===== config.mk =====
export PLATFORM = sky130hd
export DESIGN_NAME = track_cone_isolation
export DESIGN_NICKNAME = d
export VERILOG_FILES = /design/src/tci_pkg.sv /design/src/track_cone_isolation.sv /design/src/tci_lane.sv /design/src/tci_merge.sv
export SDC_FILE = /design/constraint.sdc
export NUM_CORES = 1
export LEC_CHECK = 0
export CAP_MARGIN = 0
export CORE_MARGIN = 2
export CORE_UTILIZATION = 61
export CTS_BUF_LIST = sky130_fd_sc_hd__clkbuf_8
export CTS_CLUSTER_DIAMETER = 150
export CTS_CLUSTER_SIZE = 28
export DETAILED_ROUTE_END_ITERATION = 7
export DONT_BUFFER_PORTS = 1
export PLACE_DENSITY = 0.8
export REMOVE_ABC_BUFFERS = 1
export SLEW_MARGIN = 0
export SYNTH_ARGS = -nofsm -noshare
export SYNTH_HDL_FRONTEND = slang
export SYNTH_SLANG_ARGS = --single-unit

===== constraint.sdc =====
create_clock -name clock -period 6.27 [get_ports clock]
set_clock_uncertainty 0.05 [all_clocks]
set_input_delay 0.3135 -clock clock [delete_from_list [all_inputs] [get_ports clock]]
set_output_delay 0.3135 -clock clock [all_outputs]
set_load 0.05 [all_outputs]

===== src/tci_pkg.sv =====
`default_nettype none
package tci_pkg;

   localparam int ETA_W = 12;
   localparam int PHI_W = 12;
   localparam int PT_W  = 14;
   localparam int SUM_W = 16;

   // tracks carried by one transaction, one lane each
   localparam int LANES = 3;

   // configuration port
   localparam int CSR_IDX_W  = 2;
   localparam int CSR_DATA_W = 16;

   typedef enum logic [CSR_IDX_W-1:0] {
      CSR_ETA_WINDOW     = 2'd0,
      CSR_PHI_WINDOW     = 2'd1,
      CSR_TRACK_PT_MIN   = 2'd2,
      CSR_ISO_THRESHOLD  = 2'd3
   } csr_index_type;

   localparam logic [ETA_W-1:0] ETA_WINDOW_RST    = ETA_W'(256);
   localparam logic [PHI_W-1:0] PHI_WINDOW_RST    = PHI_W'(256);
   localparam logic [PT_W-1:0]  TRACK_PT_MIN_RST  = PT_W'(4);
   localparam logic [SUM_W-1:0] ISO_THRESHOLD_RST = SUM_W'(1000);

   // smallest absolute difference that still counts is one above this
   localparam int DIFF_FLOOR = 1;

   typedef struct packed {
      logic [ETA_W-1:0] eta;
      logic [PHI_W-1:0] phi;
      logic [PT_W-1:0]  pt;
   } track_type;

   typedef struct packed {
      logic [ETA_W-1:0] eta_window;
      logic [PHI_W-1:0] phi_window;
      logic [PT_W-1:0]  track_pt_min;
   } cone_cfg_type;

   // control of the lane stage, seen by the merge
   typedef struct packed {
      logic valid;
      logic last;
   } stage_type;

endpackage
`default_nettype wire


===== src/track_cone_isolation.sv =====
`default_nettype none
// Muon track-cone isolation. Each transaction carries the muon eta/phi and
// three tracks; the three tracks are tested in three parallel lanes (wrapped
// signed eta/phi distance inside the window registers and above one, pt above
// track_pt_min) and a merge stage adds the passing pt to a saturating 16-bit
// cone sum. The transaction marked event_last closes the event: one result
// with isolated = 1 when the sum, including that transaction's tracks, is
// below iso_threshold, and the sum is cleared. A transaction is accepted every
// clock while nothing stalls; a transaction passes through one lane register,
// then one merge/result register. Only a closing transaction can stall,
// and only while an earlier result is still waiting on rsp_ready. Write the
// registers only while no event is in progress.
module track_cone_isolation (
   input  wire logic                                clock,
   input  wire logic                                reset,
   input  wire logic                                req_valid,
   output logic                                     req_ready,
   input  wire logic [tci_pkg::ETA_W-1:0]           req_muon_eta,
   input  wire logic [tci_pkg::PHI_W-1:0]           req_muon_phi,
   input  wire logic [tci_pkg::ETA_W-1:0]           req_track_a_eta,
   input  wire logic [tci_pkg::PHI_W-1:0]           req_track_a_phi,
   input  wire logic [tci_pkg::PT_W-1:0]            req_track_a_pt,
   input  wire logic [tci_pkg::ETA_W-1:0]           req_track_b_eta,
   input  wire logic [tci_pkg::PHI_W-1:0]           req_track_b_phi,
   input  wire logic [tci_pkg::PT_W-1:0]            req_track_b_pt,
   input  wire logic [tci_pkg::ETA_W-1:0]           req_track_c_eta,
   input  wire logic [tci_pkg::PHI_W-1:0]           req_track_c_phi,
   input  wire logic [tci_pkg::PT_W-1:0]            req_track_c_pt,
   input  wire logic                                req_event_last,
   output logic                                     rsp_valid,
   input  wire logic                                rsp_ready,
   output logic                                     rsp_isolated,
   input  wire logic                                csr_write_en,
   input  wire logic [tci_pkg::CSR_IDX_W-1:0]       csr_index,
   input  wire logic [tci_pkg::CSR_DATA_W-1:0]      csr_write_data
);
   import tci_pkg::*;

   logic [ETA_W-1:0] eta_window_ff;
   logic [PHI_W-1:0] phi_window_ff;
   logic [PT_W-1:0]  track_pt_min_ff;
   logic [SUM_W-1:0] iso_threshold_ff;
   cone_cfg_type     cfg;
   track_type        tracks [LANES];
   logic [SUM_W-1:0] lane_pt [LANES];
   stage_type        stage_ff;
   stage_type        stage_in;
   logic             accept;
   logic             advance;

   // configuration registers
   always_ff @(posedge clock) begin
      if (reset) begin
         eta_window_ff    <= ETA_WINDOW_RST;
         phi_window_ff    <= PHI_WINDOW_RST;
         track_pt_min_ff  <= TRACK_PT_MIN_RST;
         iso_threshold_ff <= ISO_THRESHOLD_RST;
      end else if (csr_write_en) begin
         unique case (csr_index_type'(csr_index))
            CSR_ETA_WINDOW:    eta_window_ff    <= ETA_W'(csr_write_data);
            CSR_PHI_WINDOW:    phi_window_ff    <= PHI_W'(csr_write_data);
            CSR_TRACK_PT_MIN:  track_pt_min_ff  <= PT_W'(csr_write_data);
            CSR_ISO_THRESHOLD: iso_threshold_ff <= SUM_W'(csr_write_data);
            default: ;
         endcase
      end
   end

   assign cfg = '{eta_window: eta_window_ff, phi_window: phi_window_ff,
                  track_pt_min: track_pt_min_ff};

   assign tracks[0] = '{eta: req_track_a_eta, phi: req_track_a_phi, pt: req_track_a_pt};
   assign tracks[1] = '{eta: req_track_b_eta, phi: req_track_b_phi, pt: req_track_b_pt};
   assign tracks[2] = '{eta: req_track_c_eta, phi: req_track_c_phi, pt: req_track_c_pt};

   // take a transaction whenever the lane stage is empty or moving on
   assign req_ready = !stage_ff.valid || advance;
   assign accept    = req_valid && req_ready;

   always_comb begin
      stage_in = stage_ff;
      if (accept) begin
         stage_in.valid = 1'b1;
         stage_in.last  = req_event_last;
      end else if (advance) begin
         stage_in.valid = 1'b0;
      end
   end

   always_ff @(posedge clock) begin
      if (reset) begin
         stage_ff <= '0;
      end else begin
         stage_ff <= stage_in;
      end
   end

   // one lane per track
   for (genvar g = 0; g < LANES; g++) begin : g_lane
      tci_lane u_lane (
         .clock    (clock),
         .load     (accept),
         .muon_eta (req_muon_eta),
         .muon_phi (req_muon_phi),
         .track    (tracks[g]),
         .cfg      (cfg),
         .lane_pt  (lane_pt[g])
      );
   end

   tci_merge u_merge (
      .clock         (clock),
      .reset         (reset),
      .stage         (stage_ff),
      .lane_pt       (lane_pt),
      .iso_threshold (iso_threshold_ff),
      .rsp_ready     (rsp_ready),
      .advance       (advance),
      .rsp_valid     (rsp_valid),
      .rsp_isolated  (rsp_isolated)
   );

endmodule
`default_nettype wire


===== src/tci_lane.sv =====
`default_nettype none
module tci_lane (
   input  wire logic                      clock,
   input  wire logic                      load,
   input  wire logic [tci_pkg::ETA_W-1:0] muon_eta,
   input  wire logic [tci_pkg::PHI_W-1:0] muon_phi,
   input  wire tci_pkg::track_type        track,
   input  wire tci_pkg::cone_cfg_type     cfg,
   output logic [tci_pkg::SUM_W-1:0]      lane_pt
);
   import tci_pkg::*;

   localparam int EXT_W = (PT_W > SUM_W) ? PT_W : SUM_W;

   logic [ETA_W-1:0] deta;
   logic [PHI_W-1:0] dphi;
   logic [ETA_W:0]   abs_deta;
   logic [PHI_W:0]   abs_dphi;
   logic [EXT_W-1:0] pt_ext;
   logic [SUM_W-1:0] pt_sat;
   logic             in_cone;
   logic [SUM_W-1:0] lane_pt_ff;
   logic [SUM_W-1:0] lane_pt_in;

   // wrap differences and take magnitudes as signed values
   always_comb begin
      deta = track.eta - muon_eta;
      dphi = track.phi - muon_phi;
      if (deta[ETA_W-1]) begin
         abs_deta = (ETA_W+1)'(2 ** ETA_W) - {1'b0, deta};
      end else begin
         abs_deta = {1'b0, deta};
      end
      if (dphi[PHI_W-1]) begin
         abs_dphi = (PHI_W+1)'(2 ** PHI_W) - {1'b0, dphi};
      end else begin
         abs_dphi = {1'b0, dphi};
      end
   end

   // clip pt to the sum range
   always_comb begin
      pt_ext = EXT_W'(track.pt);
      if (pt_ext > EXT_W'({SUM_W{1'b1}})) begin
         pt_sat = {SUM_W{1'b1}};
      end else begin
         pt_sat = SUM_W'(pt_ext);
      end
   end

   // gate the track by the cone and the pt floor
   always_comb begin
      in_cone = (abs_deta < {1'b0, cfg.eta_window}) &&
                (abs_dphi < {1'b0, cfg.phi_window}) &&
                (abs_deta > (ETA_W+1)'(DIFF_FLOOR)) &&
                (abs_dphi > (PHI_W+1)'(DIFF_FLOOR)) &&
                (track.pt > cfg.track_pt_min);
      lane_pt_in = in_cone ? pt_sat : '0;
   end

   // hold the lane result until the merge takes it
   always_ff @(posedge clock) begin
      if (load) begin
         lane_pt_ff <= lane_pt_in;
      end
   end

   assign lane_pt = lane_pt_ff;

endmodule
`default_nettype wire


===== src/tci_merge.sv =====
`default_nettype none
module tci_merge (
   input  wire logic                      clock,
   input  wire logic                      reset,
   input  wire tci_pkg::stage_type        stage,
   input  wire logic [tci_pkg::SUM_W-1:0] lane_pt [tci_pkg::LANES],
   input  wire logic [tci_pkg::SUM_W-1:0] iso_threshold,
   input  wire logic                      rsp_ready,
   output logic                           advance,
   output logic                           rsp_valid,
   output logic                           rsp_isolated
);
   import tci_pkg::*;

   localparam int TOT_W = SUM_W + $clog2(LANES + 1);

   logic [TOT_W-1:0] total;
   logic [SUM_W-1:0] sum_sat;
   logic [SUM_W-1:0] sum_ff;
   logic             rsp_valid_ff;
   logic             isolated_ff;

   // add the lanes to the running sum and saturate
   always_comb begin
      total = TOT_W'(sum_ff);
      for (int i = 0; i < LANES; i++) begin
         total = total + TOT_W'(lane_pt[i]);
      end
      if (total > TOT_W'({SUM_W{1'b1}})) begin
         sum_sat = {SUM_W{1'b1}};
      end else begin
         sum_sat = SUM_W'(total);
      end
   end

   // a closing transaction waits for a free result slot
   assign advance = stage.valid && (!stage.last || !rsp_valid_ff || rsp_ready);

   // accumulate, and close the event on its last transaction
   always_ff @(posedge clock) begin
      if (reset) begin
         sum_ff       <= '0;
         rsp_valid_ff <= 1'b0;
      end else begin
         priority if (advance && stage.last) begin
            rsp_valid_ff <= 1'b1;
         end else if (rsp_valid_ff && rsp_ready) begin
            rsp_valid_ff <= 1'b0;
         end
         if (advance) begin
            if (stage.last) begin
               sum_ff <= '0;
            end else begin
               sum_ff <= sum_sat;
            end
         end
      end
   end

   // result payload
   always_ff @(posedge clock) begin
      if (advance && stage.last) begin
         isolated_ff <= (sum_sat < iso_threshold);
      end
   end

   assign rsp_valid    = rsp_valid_ff;
   assign rsp_isolated = isolated_ff;

endmodule
`default_nettype wire

# == Yosys cells after proc, flatten, opt, wreduce, memory -nomap -nowiden ==
# Cells that the tools add are included.
# classes
addsub,15
multipliers,0
n_div,0
order_cmp,17
eq_ne,3
shifts,0
mux,12
n_bitwise,0
reduce_logical,29
# ops
cell,n
$gt 13x1->1 const B,6
$lt 13x12->1,6
$mux 13,6
$sub 13x12->13 const A,6
$sub 12x12->12,6
$gt 14x14->1,3
$add 18x16->18,2
$mux 16,2
$gt 18x16->1 const B,1
$add 16x16->17,1
$logic_and 1x1->1,16
$lt 16x16->1,1
$reduce_and 2->1,4
$eq 2x2->1 const B,2
$mux 1,4
$reduce_bool 2->1,2
$logic_not 1->1,3
$logic_or 1x1->1,3
$eq 2x1->1 const B,1
$logic_not 2->1,1
# totals
reg_bits,122
latch_bits,0
ramBits,0
rom_bits,0
in_bits,162
output_inout_bits,3
elab_cells,91
n_memories,0

# == Longest topological paths before layout ==
# logic_depth
word_depth,8
ltp_mapped,33
mapped_depth_nobuf,32

# == Cells and area by module ==
# Synthesis repeated with hierarchy kept, for this count alone.
# unflattened
cells_unflattened,2120
area_unflattened_um2,16525.8
# by_module_without_submodules
mod,n_inst,cells_per_inst,area_per_inst_um2,seq_area_each_um2
tci_lane at g_lane[0].u_lane,1,502,4065.1,420.4
tci_lane at g_lane[2].u_lane,1,507,3851.2,420.4
tci_lane at g_lane[1].u_lane,1,472,3545.9,420.4
tci_merge,1,391,3059.2,370.4
track_cone_isolation,1,248,2004.4,1121.1

# == Least setup slack after synthesis ==
# OpenSTA, ideal clock, no wires.
# synth_path
path_kind,register to register
from,reg g_lane[0].u_lane.lane_pt_ff[0]
to,"reg u_merge.isolated_ff (netlist: u_merge.rsp_isolated), data pin"
setup_time_ns,0.153
t_arrival_ns,6.093
required_time_ns,6.067
path_slack_ns,-0.025
path_stages_with_launch,34
n_path_buf,1
period_less_slack_ns,6.295
path_cell_list,edfxtp_1 ha_1 inv_1 fa_1 nor2b_1 o2111ai_1 nand3_1 and2_1 a21oi_1 o21bai_1 xnor2_1 fa_1 inv_1 ha_1 a21o_1 o21bai_1 a21oi_1 o31ai_1 a31oi_1 nor2b_1 nor3_1 or2_1 clkbuf_1 nand2_1 ha_1 a21o_1 a21o_1 a21o_1 a21o_1 a21o_1 a21o_1 a221oi_1 nand3_1 o21ai_0
# synth_via
elab_chain_len,6
# synth_lines
item,line,text
"start, declared",tci_lane.sv:22,logic [SUM_W-1:0] lane_pt_ff;
"start signal, assigned",tci_lane.sv:64,lane_pt_ff <= lane_pt_in;
$add 16x16->17 (*),tci_merge.sv:27,total = total + TOT_W'(lane_pt[i]);
$add 18x16->18 (*) (2 in series),tci_merge.sv:27,
$gt 18x16->1,tci_merge.sv:29,if (total > TOT_W'({SUM_W{1'b1}})) begin
$mux 16 (*),tci_merge.sv:29,
$lt 16x16->1 (*),tci_merge.sv:63,isolated_ff <= (sum_sat < iso_threshold);
"end signal, assigned",tci_merge.sv:63,
"end, declared",tci_merge.sv:21,logic isolated_ff;
# Mark *: on every way between the ends. The rest lies on a longest branch, timed or not.
# A chain may end at the register's enable or synchronous reset.

# == Worst setup path after layout ==
# layout_path
from,reg g_lane[0].u_lane.lane_pt_ff[5]
to,"reg u_merge.isolated_ff (netlist: u_merge.rsp_isolated), data pin"
# Same word-level chain as after synthesis.

==> flow_metrics.tcl <==
set metrics [dict create \
    outcome "finished, final reports clean" \
    final_common_cell "ha_1" \
    via_count 14600 \
    finalHoldViolCount 0 \
    busiest_layer "met2" \
    post_drt_wl_per_cell_um 19.6 \
    ios 165 \
    drc_errors 0 \
    hp-start "req_event_last" \
    setup_violations 0 \
    critPathTopFamily "compound AO/OA/AOI/OAI gates" \
    drt-vias-per-instance 6.44 \
    worstPathMaxFanout 5 \
    fmax_mhz 165 \
    cts.sinks 116 \
    synth.avg_cell_area_um2 7.95 \
    vdd_ir_drop_max_v 0.000375 \
    nNetsFinal 2330 \
    synthDistinctLibCells 93 \
    holdPathEnd "stage_ff[0]$_SDFFE_PP0P_" \
    grt_first_pass_wirelength_mm 69.5 \
    mostFrequentLayoutCells "ha_1, inv_1, nand2_1" \
    switching_share_pct 47.1 \
    finalCritPeriodShare_pct 96.4 \
    cts_tree "built" \
    cts_root_buffer "clkbuf_8" \
    crit_start "g_lane[0].u_lane.lane_pt[5]$_SDFFCE_PN0P_" \
    synth-edff-count 43 \
    finalCriticalPeriod_ns 6.04 \
    crit_type "reg -> reg" \
    r2r_end "u_merge.rsp_isolated$_DFFE_PP_" \
    grt_max_degree 48 \
    tns_ns 0 \
    critPathLaunchType "register" \
    io_buffer_count 0 \
    ys_seq_area_share_pct 18.1 \
    placed_cells 2207 \
    worst_pin_slew_ns 1.25 \
    drt_iter0_drc 1297 \
    ff2ff_path_depth 28 \
    drive_gt1_share_pct 7.08 \
    clk_pin_slew_ns 0.08 \
    powerDensity_nw_per_um2 326 \
    hold_class "in -> reg" \
    met2_usage_pct 56.7 \
    use_met1_pct 40.6 \
    p_leak_nw 6.96 \
    pwr-share-comb_pct 68.3 \
    pwr-share-seq_pct 17.7 \
    gp_congestion 0.951 \
    die_w_um 162 \
    ys_async_sr_fraction_pct 0 \
    crit_buf_inv 1 \
    wl_mm 44.4 \
    synth_area_um2 15200 \
    slowest_stage "fa_1" \
    final_cells 2261 \
    power.switching_mw 2.50 \
    maxCapViolations 0 \
    synth.ff_latch_count 116 \
    coreArea_um2 24400 \
    rows 57 \
    power_frac_clock_pct 13.9 \
    met3_usage_pct 4.34 \
    worst_setup_path_end_kind "register" \
    cts_htree_levels 4 \
    required_ns 6.53 \
    r2r-start "g_lane[0].u_lane.lane_pt[5]$_SDFFCE_PN0P_" \
    cp_common_cell "a21o_1" \
    synth_cells 1909 \
    antenna_found_initial 0 \
    first_pass_iters 6 \
    initial_core_util_pct 62.3 \
    grt_overflow_total 0 \
    synth_warnings 0 \
    track_usage_pct 32.8 \
    dieArea_um2 26200 \
    cpPeakStageDelay_ns 0.48 \
    drv_slew 0 \
    fillCellCount 2090 \
    regToRegSetupSlack_ns 0.23 \
    synth_top_flop_cell "dfxtp_1" \
    relSlewSlack_pct 16.6 \
    ctsLongestPathBuffers 2 \
    area_growth_syn_to_layout_pct 7.14 \
    dp_hpwl_mm 35.7 \
    grt_pass1_vias 13900 \
    clk_latency_ns 0.45 \
    fp.dieH_um 162 \
    critPathArrivalTime_ns 6.30 \
    hold_depth 2 \
    cts_made_buffers 17 \
    detail-route-antenna-nets 0 \
    p_int_mw 2.81 \
]
## flip-flops by register name, summed over array words and instances (netlist names)
name / count
track_pt_min_ff: 14
u_merge.rsp_valid: 1
u_merge.rsp_isolated: 1
g_lane.u_lane.lane_pt: 42
phi_window_ff: 12
u_merge.sum_ff: 16
stage_ff: 2
eta_window_ff: 12
iso_threshold_ff: 16
## synthesized netlist by cell type, drive strengths merged (12+ instances only)
library cell	count	area share [%]
a2111oi	12	0.99
o21ai	91	3.0
xnor2	83	4.8
nor3	57	2.3
o21bai	15	0.74
a211oi	24	1.3
clkbuf	26	0.64
dfxtp	73	9.6
inv	201	5.0
o211ai	26	1.4
nor4b	18	1.0
o21a	38	1.9
nand2	200	4.9
nand3	27	0.89
fa	22	2.9
a31oi	16	0.70
a21o	48	2.4
nand4	23	0.95
nor4	31	2.0
or3	16	0.66
o31ai	12	0.59
edfxtp	43	8.5
nor2	143	3.5
buf	17	0.65
o2111ai	12	0.69
nor2b	22	0.92
ha	223	18
and3	22	0.91
nand2b	21	0.87
xor2	42	2.5
a21oi	129	4.3
## metal layers
metal	wire length, µm	part of all wire, %	up-vias
met5	0	0	-
met4	2120	4.8	0
met3	2770	6.2	144
met2	21200	48	629
met1	18200	41	6796
li1	-	-	6997
## power groups by stage
| stage | combinational, mW | sequential, mW | clock, mW |
|---|---|---|---|
| global placement | 3.31 | 0.950 | 0 |
| CTS | 3.50 | 0.938 | 0.733 |
| floorplan | 2.59 | 0.932 | 0 |
| global route | 4.02 | 0.947 | 0.767 |
| finish | 3.63 | 0.943 | 0.740 |
| detailed placement | 3.41 | 0.954 | 0 |
## logic make-up (layout without fill, tap and decap cells)
family | Yosys count | count (layout) | synth area share, %
AND/OR/NAND/NOR | 641 | 641 | 22.0
adder cells (fa/ha/maj) | 245 | 245 | 21.3
AO/OA/AOI/OAI | 527 | 527 | 24.2
buffers and inverters | 244 | 271 | 6.26
multiplexers | 11 | 11 | 0.758
other | 0 | 1 | 0
flip-flops | 116 | 116 | 18.1
XOR/XNOR | 125 | 125 | 7.38
## cell type report
class	instances	area [µm²]	area share [%]
multi-input combinational	1549	11600	71.3
sequential	116	2750	16.9
inverter	201	754	4.64
tap	324	405	2.49
timing repair buffer	38	340	2.09
clock buffer	19	262	1.61
clock inverter	13	156	0.961
antenna	1	2.50	0.0154
## worst register-to-register path: cells and delay by family (launching register included)
kind / cells / cell delay (ns)
compound gates: 16 / 3.05
fa+ha+maj: 4 / 1.40
buf+inv: 1 / 0.04
simple gates: 6 / 0.89
xor+xnor: 1 / 0.10
flops: 1 / 0.39
## worst max path at each step
stage                                                 to  slack (ns)  depth (start not counted)
after floorplan           u_merge.rsp_isolated$_DFFE_PP_        0.09                         32
after global placement    u_merge.rsp_isolated$_DFFE_PP_        0.16                         32
after detailed placement  u_merge.rsp_isolated$_DFFE_PP_       -0.09                         32
after CTS                 u_merge.rsp_isolated$_DFFE_PP_       0.002                         32
after global routing      u_merge.rsp_isolated$_DFFE_PP_       -0.14                         31
final                     u_merge.rsp_isolated$_DFFE_PP_        0.23                         28
## per-stage QoR
step / cell area [µm²] / hold WS (ns) / utilization, % / worst slack, ns / power [mW]
after floorplan: 15000 / 0.333 / - / 0.0887 / 3.52
after global placement: 15500 / 0.343 / 63.7 / 0.160 / 4.26
after detailed placement: 15500 / 0.344 / 63.7 / -0.0946 / 4.37
after CTS: 16200 / 0.00756 / 66.2 / 0.00217 / 5.18
after global routing: 16300 / 0.00608 / 66.7 / -0.144 / 5.73
final: 16300 / 0.00676 / 66.7 / 0.226 / 5.31
## timing repair
item / CTS / global route
endpoints found under the setup margin: 1 / 1
pin swaps: 1 / 15
hold buffers: 18 / 0
gates cloned: 0 / 0
resized for setup: 2 / 24
hold endpoints to repair: 56 / 0
buffers inserted: 0 / 3
Power figures use the tool's default switching activity.
